[src/rtl/r2h_pkg.sv]
// Shared types, widths and divider step functions for the RGB to HSV converter.
package r2h_pkg;

    localparam int unsigned CH_W   = 8;
    localparam int unsigned FRAC_W = 16;
    // Widest dividend: 2*num*65535 + 6*d with num < 6*d, d <= 255
    localparam int unsigned NUM_W  = 28;
    // Widest divisor: 12*d
    localparam int unsigned REM_W  = 12;
    // Quotient bits, one above the 16-bit result so rounding can overflow safely
    localparam int unsigned Q_W    = FRAC_W + 1;

    localparam int unsigned DIV_STEPS           = Q_W;
    localparam int unsigned DIV_STEPS_PER_STAGE = 3;
    localparam int unsigned DIV_STAGES          =
        (DIV_STEPS + DIV_STEPS_PER_STAGE - 1) / DIV_STEPS_PER_STAGE;

    typedef struct packed {
        logic [CH_W-1:0] red;
        logic [CH_W-1:0] green;
        logic [CH_W-1:0] blue;
    } pixel_t;

    typedef struct packed {
        logic [FRAC_W-1:0] hue;
        logic [FRAC_W-1:0] saturation;
        logic [FRAC_W-1:0] brightness;
    } hsv_t;

    // One restoring-division lane: partial remainder, dividend bits still to
    // shift in (which fill with quotient bits from the bottom) and divisor.
    typedef struct packed {
        logic [REM_W-1:0] rem;
        logic [Q_W-1:0]   acc;
        logic [REM_W-1:0] den;
    } lane_t;

    typedef struct packed {
        lane_t           sat;
        lane_t           hue;
        logic [CH_W-1:0] mx;
    } div_item_t;

    // Quotient is known to fit in Q_W bits, so the top dividend bits are
    // already below the divisor and form the starting remainder.
    function automatic lane_t lane_init(logic [NUM_W-1:0] num, logic [REM_W-1:0] den);
        lane_t x;
        x.rem = REM_W'(num[NUM_W-1:Q_W]);
        x.acc = num[Q_W-1:0];
        x.den = den;
        return x;
    endfunction

    function automatic lane_t div_step(lane_t x);
        lane_t          y;
        logic [REM_W:0] t;
        logic [REM_W:0] diff;
        y    = x;
        t    = {x.rem, x.acc[Q_W-1]};
        diff = t - {1'b0, x.den};
        if (t >= {1'b0, x.den})
        begin
            y.rem = diff[REM_W-1:0];
            y.acc = {x.acc[Q_W-2:0], 1'b1};
        end
        else
        begin
            y.rem = t[REM_W-1:0];
            y.acc = {x.acc[Q_W-2:0], 1'b0};
        end
        return y;
    endfunction

    function automatic logic [FRAC_W-1:0] clamp16(logic [Q_W-1:0] q);
        logic [FRAC_W-1:0] r;
        if (q[Q_W-1:FRAC_W] != '0)
        begin
            r = '1;
        end
        else
        begin
            r = q[FRAC_W-1:0];
        end
        return r;
    endfunction

endpackage

[src/rtl/rgb8_to_hsv16_converter_core.sv]
// Top level of the 8-bit RGB to 16-bit HSV converter.
// Converts one RGB pixel per clock, when the output is not stalled, into hue,
// saturation and value, each a 16-bit fraction; hue and saturation come from
// exact round-half-up division. A pixel passes through two front stages
// (channel max/min and hue sector, then dividend setup), six divider stages
// resolving three quotient bits each (two in the last) for both the
// saturation and hue divisions, and one output register. Each stage stalls
// only when it is full and the stage after it cannot take data, so bubbles are
// squeezed out and up to nine pixels can be in flight. Grey pixels give zero
// hue and saturation.
module rgb8_to_hsv16_converter_core
    import r2h_pkg::*;
(
    input  logic   clk,
    input  logic   rst_n,
    input  logic   in_valid,
    output logic   in_ready,
    input  pixel_t pixel,
    output logic   out_valid,
    input  logic   out_ready,
    output hsv_t   hsv
);

    logic      fe_valid;
    logic      fe_ready;
    div_item_t fe_item;
    logic      dv_valid;
    logic      dv_ready;
    div_item_t dv_item;

    r2h_front u_front (
        .clk       (clk),
        .rst_n     (rst_n),
        .in_valid  (in_valid),
        .in_ready  (in_ready),
        .pixel     (pixel),
        .out_valid (fe_valid),
        .out_ready (fe_ready),
        .out_item  (fe_item)
    );

    r2h_div u_div (
        .clk       (clk),
        .rst_n     (rst_n),
        .in_valid  (fe_valid),
        .in_ready  (fe_ready),
        .in_item   (fe_item),
        .out_valid (dv_valid),
        .out_ready (dv_ready),
        .out_item  (dv_item)
    );

    r2h_out u_out (
        .clk       (clk),
        .rst_n     (rst_n),
        .in_valid  (dv_valid),
        .in_ready  (dv_ready),
        .in_item   (dv_item),
        .out_valid (out_valid),
        .out_ready (out_ready),
        .out_hsv   (hsv)
    );

    a_bright_scale: assert property (@(posedge clk) disable iff (!rst_n)
        out_valid |-> hsv.brightness[15:8] == hsv.brightness[7:0])
        else $error("brightness is not max*257");

    a_grey_hue: assert property (@(posedge clk) disable iff (!rst_n)
        (out_valid && hsv.saturation == '0) |-> hsv.hue == '0)
        else $error("nonzero hue on grey pixel");

    a_black: assert property (@(posedge clk) disable iff (!rst_n)
        (out_valid && hsv.brightness == '0) |-> hsv.saturation == '0)
        else $error("nonzero saturation on black pixel");

endmodule

[src/rtl/r2h_front.sv]
// Front end: max/min/sector selection, then rounded dividend and divisor setup.
module r2h_front
    import r2h_pkg::*;
(
    input  logic      clk,
    input  logic      rst_n,
    input  logic      in_valid,
    output logic      in_ready,
    input  pixel_t    pixel,
    output logic      out_valid,
    input  logic      out_ready,
    output div_item_t out_item
);

    localparam int unsigned HNUM_W = 11;  // holds up to 6*255

    logic              s1_valid_reg;
    logic [CH_W-1:0]   s1_mx_reg;
    logic [CH_W-1:0]   s1_d_reg;
    logic [HNUM_W-1:0] s1_hnum_reg;
    logic [CH_W-1:0]   s1_mx_next;
    logic [CH_W-1:0]   s1_d_next;
    logic [HNUM_W-1:0] s1_hnum_next;

    logic              s2_valid_reg;
    div_item_t         s2_item_reg;
    div_item_t         s2_item_next;

    logic              en1;
    logic              en2;

    assign en2      = !s2_valid_reg || out_ready;
    assign en1      = !s1_valid_reg || en2;
    assign in_ready = en1;

    // Stage 1: extremes and hue offset, pre-biased by sector*d
    always_comb
    begin
        logic [CH_W-1:0]   mx;
        logic [CH_W-1:0]   mn;
        logic [HNUM_W-1:0] r11;
        logic [HNUM_W-1:0] g11;
        logic [HNUM_W-1:0] b11;
        logic [HNUM_W-1:0] d11;
        mx = pixel.red;
        mn = pixel.red;
        if (pixel.green > mx) mx = pixel.green;
        if (pixel.blue > mx)  mx = pixel.blue;
        if (pixel.green < mn) mn = pixel.green;
        if (pixel.blue < mn)  mn = pixel.blue;
        r11 = HNUM_W'(pixel.red);
        g11 = HNUM_W'(pixel.green);
        b11 = HNUM_W'(pixel.blue);
        d11 = HNUM_W'(mx - mn);
        s1_mx_next = mx;
        s1_d_next  = mx - mn;
        priority if (mx == pixel.red)
        begin
            if (pixel.green >= pixel.blue)
            begin
                s1_hnum_next = g11 - b11;
            end
            else
            begin
                // negative offset wraps into sector six
                s1_hnum_next = (d11 << 2) + (d11 << 1) - b11 + g11;
            end
        end
        else if (mx == pixel.green)
        begin
            s1_hnum_next = (d11 << 1) + b11 - r11;
        end
        else
        begin
            s1_hnum_next = (d11 << 2) + r11 - g11;
        end
    end

    // Stage 2: round-half-up form (2a+b)/(2b); grey pixels divide 0 by 1
    always_comb
    begin
        logic [NUM_W-1:0] d_ext;
        logic [NUM_W-1:0] mx_ext;
        logic [NUM_W-1:0] hn_ext;
        logic [REM_W-1:0] d_den;
        d_ext  = NUM_W'(s1_d_reg);
        mx_ext = NUM_W'(s1_mx_reg);
        hn_ext = NUM_W'(s1_hnum_reg);
        d_den  = REM_W'(s1_d_reg);
        s2_item_next.mx = s1_mx_reg;
        if (s1_d_reg == '0)
        begin
            s2_item_next.sat = lane_init('0, REM_W'(1));
            s2_item_next.hue = lane_init('0, REM_W'(1));
        end
        else
        begin
            s2_item_next.sat = lane_init(
                (d_ext << (FRAC_W + 1)) - (d_ext << 1) + mx_ext,
                REM_W'({s1_mx_reg, 1'b0}));
            s2_item_next.hue = lane_init(
                (hn_ext << (FRAC_W + 1)) - (hn_ext << 1) + (d_ext << 2) + (d_ext << 1),
                (d_den << 3) + (d_den << 2));
        end
    end

    always_ff @(posedge clk or negedge rst_n)
    begin
        if (!rst_n)
        begin
            s1_valid_reg <= 1'b0;
            s2_valid_reg <= 1'b0;
        end
        else
        begin
            if (en1) s1_valid_reg <= in_valid;
            if (en2) s2_valid_reg <= s1_valid_reg;
        end
    end

    always_ff @(posedge clk)
    begin
        if (en1)
        begin
            s1_mx_reg   <= s1_mx_next;
            s1_d_reg    <= s1_d_next;
            s1_hnum_reg <= s1_hnum_next;
        end
        if (en2)
        begin
            s2_item_reg <= s2_item_next;
        end
    end

    assign out_valid = s2_valid_reg;
    assign out_item  = s2_item_reg;

endmodule

[src/rtl/r2h_div.sv]
// Pipelined restoring divider, saturation and hue lanes side by side.
module r2h_div
    import r2h_pkg::*;
(
    input  logic      clk,
    input  logic      rst_n,
    input  logic      in_valid,
    output logic      in_ready,
    input  div_item_t in_item,
    output logic      out_valid,
    input  logic      out_ready,
    output div_item_t out_item
);

    localparam int unsigned LAST = DIV_STAGES - 1;

    div_item_t stage_reg  [DIV_STAGES];
    div_item_t stage_next [DIV_STAGES];
    logic      valid_reg  [DIV_STAGES];
    logic      en         [DIV_STAGES];

    for (genvar s = 0; s < DIV_STAGES; s++)
    begin : g_stage
        localparam int unsigned LEFT  = DIV_STEPS - s * DIV_STEPS_PER_STAGE;
        localparam int unsigned NSTEP =
            (LEFT < DIV_STEPS_PER_STAGE) ? LEFT : DIV_STEPS_PER_STAGE;

        div_item_t stage_in;
        logic      valid_in;
        logic      ready_down;

        if (s == 0)
        begin : g_first
            assign stage_in = in_item;
            assign valid_in = in_valid;
        end
        else
        begin : g_mid
            assign stage_in = stage_reg[s-1];
            assign valid_in = valid_reg[s-1];
        end

        if (s == LAST)
        begin : g_tail
            assign ready_down = out_ready;
        end
        else
        begin : g_body
            assign ready_down = en[s+1];
        end

        assign en[s] = !valid_reg[s] || ready_down;

        always_comb
        begin
            stage_next[s] = stage_in;
            for (int unsigned k = 0; k < DIV_STEPS_PER_STAGE; k++)
            begin
                if (k < NSTEP)
                begin
                    stage_next[s].sat = div_step(stage_next[s].sat);
                    stage_next[s].hue = div_step(stage_next[s].hue);
                end
            end
        end

        always_ff @(posedge clk or negedge rst_n)
        begin
            if (!rst_n)
            begin
                valid_reg[s] <= 1'b0;
            end
            else if (en[s])
            begin
                valid_reg[s] <= valid_in;
            end
        end

        always_ff @(posedge clk)
        begin
            if (en[s])
            begin
                stage_reg[s] <= stage_next[s];
            end
        end
    end

    assign in_ready  = en[0];
    assign out_valid = valid_reg[LAST];
    assign out_item  = stage_reg[LAST];

    a_den_nonzero: assert property (@(posedge clk) disable iff (!rst_n)
        valid_reg[0] |-> (stage_reg[0].sat.den != '0 && stage_reg[0].hue.den != '0))
        else $error("divider entered with zero divisor");

    a_sat_rem: assert property (@(posedge clk) disable iff (!rst_n)
        valid_reg[LAST] |-> stage_reg[LAST].sat.rem < stage_reg[LAST].sat.den)
        else $error("saturation remainder not below divisor");

    a_hue_rem: assert property (@(posedge clk) disable iff (!rst_n)
        valid_reg[LAST] |-> stage_reg[LAST].hue.rem < stage_reg[LAST].hue.den)
        else $error("hue remainder not below divisor");

endmodule

[src/rtl/r2h_out.sv]
// Output register: quotient clamp and brightness scaling.
module r2h_out
    import r2h_pkg::*;
(
    input  logic      clk,
    input  logic      rst_n,
    input  logic      in_valid,
    output logic      in_ready,
    input  div_item_t in_item,
    output logic      out_valid,
    input  logic      out_ready,
    output hsv_t      out_hsv
);

    logic valid_reg;
    hsv_t hsv_reg;
    hsv_t hsv_next;

    assign in_ready = !valid_reg || out_ready;

    always_comb
    begin
        hsv_next.hue        = clamp16(in_item.hue.acc);
        hsv_next.saturation = clamp16(in_item.sat.acc);
        hsv_next.brightness = {in_item.mx, in_item.mx};  // mx * 257
    end

    always_ff @(posedge clk or negedge rst_n)
    begin
        if (!rst_n)
        begin
            valid_reg <= 1'b0;
        end
        else if (in_ready)
        begin
            valid_reg <= in_valid;
        end
    end

    always_ff @(posedge clk)
    begin
        if (in_ready)
        begin
            hsv_reg <= hsv_next;
        end
    end

    assign out_valid = valid_reg;
    assign out_hsv   = hsv_reg;

endmodule
[config.mk]
export PLATFORM = sky130hd
export DESIGN_NAME = rgb8_to_hsv16_converter_core
export DESIGN_NICKNAME = d
export VERILOG_FILES = /design/src/rtl/r2h_pkg.sv /design/src/rtl/rgb8_to_hsv16_converter_core.sv /design/src/rtl/r2h_front.sv /design/src/rtl/r2h_div.sv /design/src/rtl/r2h_out.sv
export SDC_FILE = /design/constraint.sdc
export NUM_CORES = 2
export LEC_CHECK = 0
export BUFFER_PORTS_ARGS = -buffer_cell sky130_fd_sc_hd__buf_2
export CORE_ASPECT_RATIO = 0.6
export CORE_UTILIZATION = 57
export DETAILED_ROUTE_END_ITERATION = 6
export HOLD_SLACK_MARGIN = 0.06
export PLACE_DENSITY = 0.82
export SYNTH_ARGS = -nofsm -noshare
export SYNTH_HDL_FRONTEND = slang
export SYNTH_HIERARCHICAL = 1
export SYNTH_SLANG_ARGS = --single-unit
[constraint.sdc]
create_clock -name clk -period 11.2 [get_ports clk]
set_input_delay 1.12 -clock clk [delete_from_list [all_inputs] [get_ports clk]]
set_output_delay 1.12 -clock clk [all_outputs]
set_load 0.005 [all_outputs]
==> results.toml <==
[clocking]
clock_path_buffers = 3
post_cts_buffers = 0
cts_hold_repair.buffers = 0
ctsResizeCount = 0
cts_sinks = 649
cts_tree = "done"
clk_root_buffer_cell = "clkbuf_16"
cts_htree_levels = 2
numCtsBuffers = 60
clk_pin_slew_ps = 70
clk_latency_ps = 660

[routing]
firstDrtPassIters = 6
drt_iter0_drc = 4282
vias = 36500
wl_mm = 123
drc = 0
ant_nets = 0
wire_per_inst_um = 20.7
via_per_inst = 6.16

[setup_path]
r2r_start = "u_div/stage_reg[0][18]$_DFFE_PP_"
cp_slowest_stage_delay_ps = 510
crit_type = "in -> reg"
critPathSlowestCell = "o21ai_2"
crit_path_start_kind = "input port"
end_kind = "register"
cpMostUsedCell = "inv_1"
worstPathMaxFanout = 8
arrival_ps = 9990
cp.required_ps = 11680
cp-startpoint = "pixel[9]"

[finish]
num-fill-cells = 6518
largest_reg_flops = 492
regArea_um2 = 19400
drive_gt1_frac = 0.0912
synthToLayoutAreaGrowth_pct = 7.44
final_cell_mix = "edfxtp_1 (640), ha_1 (531), inv_1 (468), a21oi_1 (358), nor2_1 (320)"
fin_nets = 5370
fin_cells = 5926
layout_commonest_cell = "edfxtp_1"
multi_input_area_um2 = 26900

[job]
maxCapViolations = 0

[floorplanning]
io_pins = 78
coreArea_um2 = 83800
dieArea_um2 = 86200
dieWidth_um = 378
fp.dieH_um = 228
initial_core_util = 0.578
placementRows = 82

[global_routing]
grt_usage = 0.281
grt-ovfl-total = 0
use_met2 = 0.380
antenna_found_initial = 1
grt_max_degree = 89
met1_usage = 0.453
top_usage_layer = "met1"
first_global_vias = 34000
grt_use_met3 = 0.0663
grt_pass1_wl_mm = 191

[placement]
dp_hpwl_mm = 94.7
portBuffers = 77
place_congestion = 0.982
dp.cells = 5813

[logic_synthesis]
postSynthAreaPerCell_um2 = 10.4
synth.cell_area_um2 = 48400
ys_warn_count = 6
syn_inst = 4648

[timing]
rsz0062_at_grt = "false"
finalCritPeriodShare = 0.849
fmax_ghz = 0.105
final-hold-violation-count = 0
skew_ps = 21.1
fin_crit_ps = 9510
drv_slew = 0
tightestPinTransition_ps = 1250
finalSetupViolCount = 0
setup_tns_ps = 0
slew_headroom = 0.162

[run_status]
status = "complete, no violations"

[hold_path]
holdCritPathClass = "in -> async"
-- final cells by class --
cell class                 count  area share
inverter                     477      0.0344
sequential                   649       0.374
timing repair buffer         106      0.0116
clock inverter                44     0.00740
tap                         1134      0.0273
multi-input combinational   3447       0.516
clock buffer                  68      0.0294
antenna                        1   0.0000481
-- path summary, 6_finish.rpt --
path | cells after the start | slack, ps | end
worst max register to register | 26 | 2260 | u_div/stage_reg[1][48]$_DFFE_PP_
worst max-delay path | 36 | 1690 | u_front/s1_hnum_reg[10]$_DFFE_PP_
worst min-delay path | 1 | 310 | u_out/out_valid$_DFFE_PN0P_
min in group clk | 0 | 410 | u_div/stage_reg[1][1]$_DFFE_PP_
max in group asynchronous | 1 | 10690 | u_front/s1_valid_reg$_DFFE_PN0P_
worst min register to register | 0 | 410 | u_div/stage_reg[1][1]$_DFFE_PP_
-- per-stage QoR --
| stage | area [um^2] | worst slack, ps | hold slack [ps] | utilization |
|---|---|---|---|---|
| after global routing | 52000 | 1220 | 296 | 0.621 |
| after CTS | 52000 | 1990 | 287 | 0.621 |
| final | 52000 | 1690 | 311 | 0.621 |
| after global placement | 50100 | 1430 | 400 | 0.598 |
| after floorplan | 48500 | 797 | 400 | - |
| after detailed placement | 50100 | 1340 | 405 | 0.598 |
-- metal layers --
metal  part of all wire  vias up  routed length [um]
met5                  0        -                   0
met4              0.015        0                1780
met3               0.12      142               14300
met2               0.39     1824               47800
met1               0.48    17400               58800
li1                   -    17200                   -
-- worst max-delay path, delay by kind of cell --
kind,cells,cell delay (ps)
AOI/OAI and AO/OA,17,4120
adders and majority gates,7,2640
buffers and inverters,7,910
xor gates and xnor gates,2,570
muxes,1,380
and+or+nand+nor,2,240
Power is left out: the tool's default activity adds up to more than one toggle a clock period on the data nets, which glitch-free logic cannot reach.
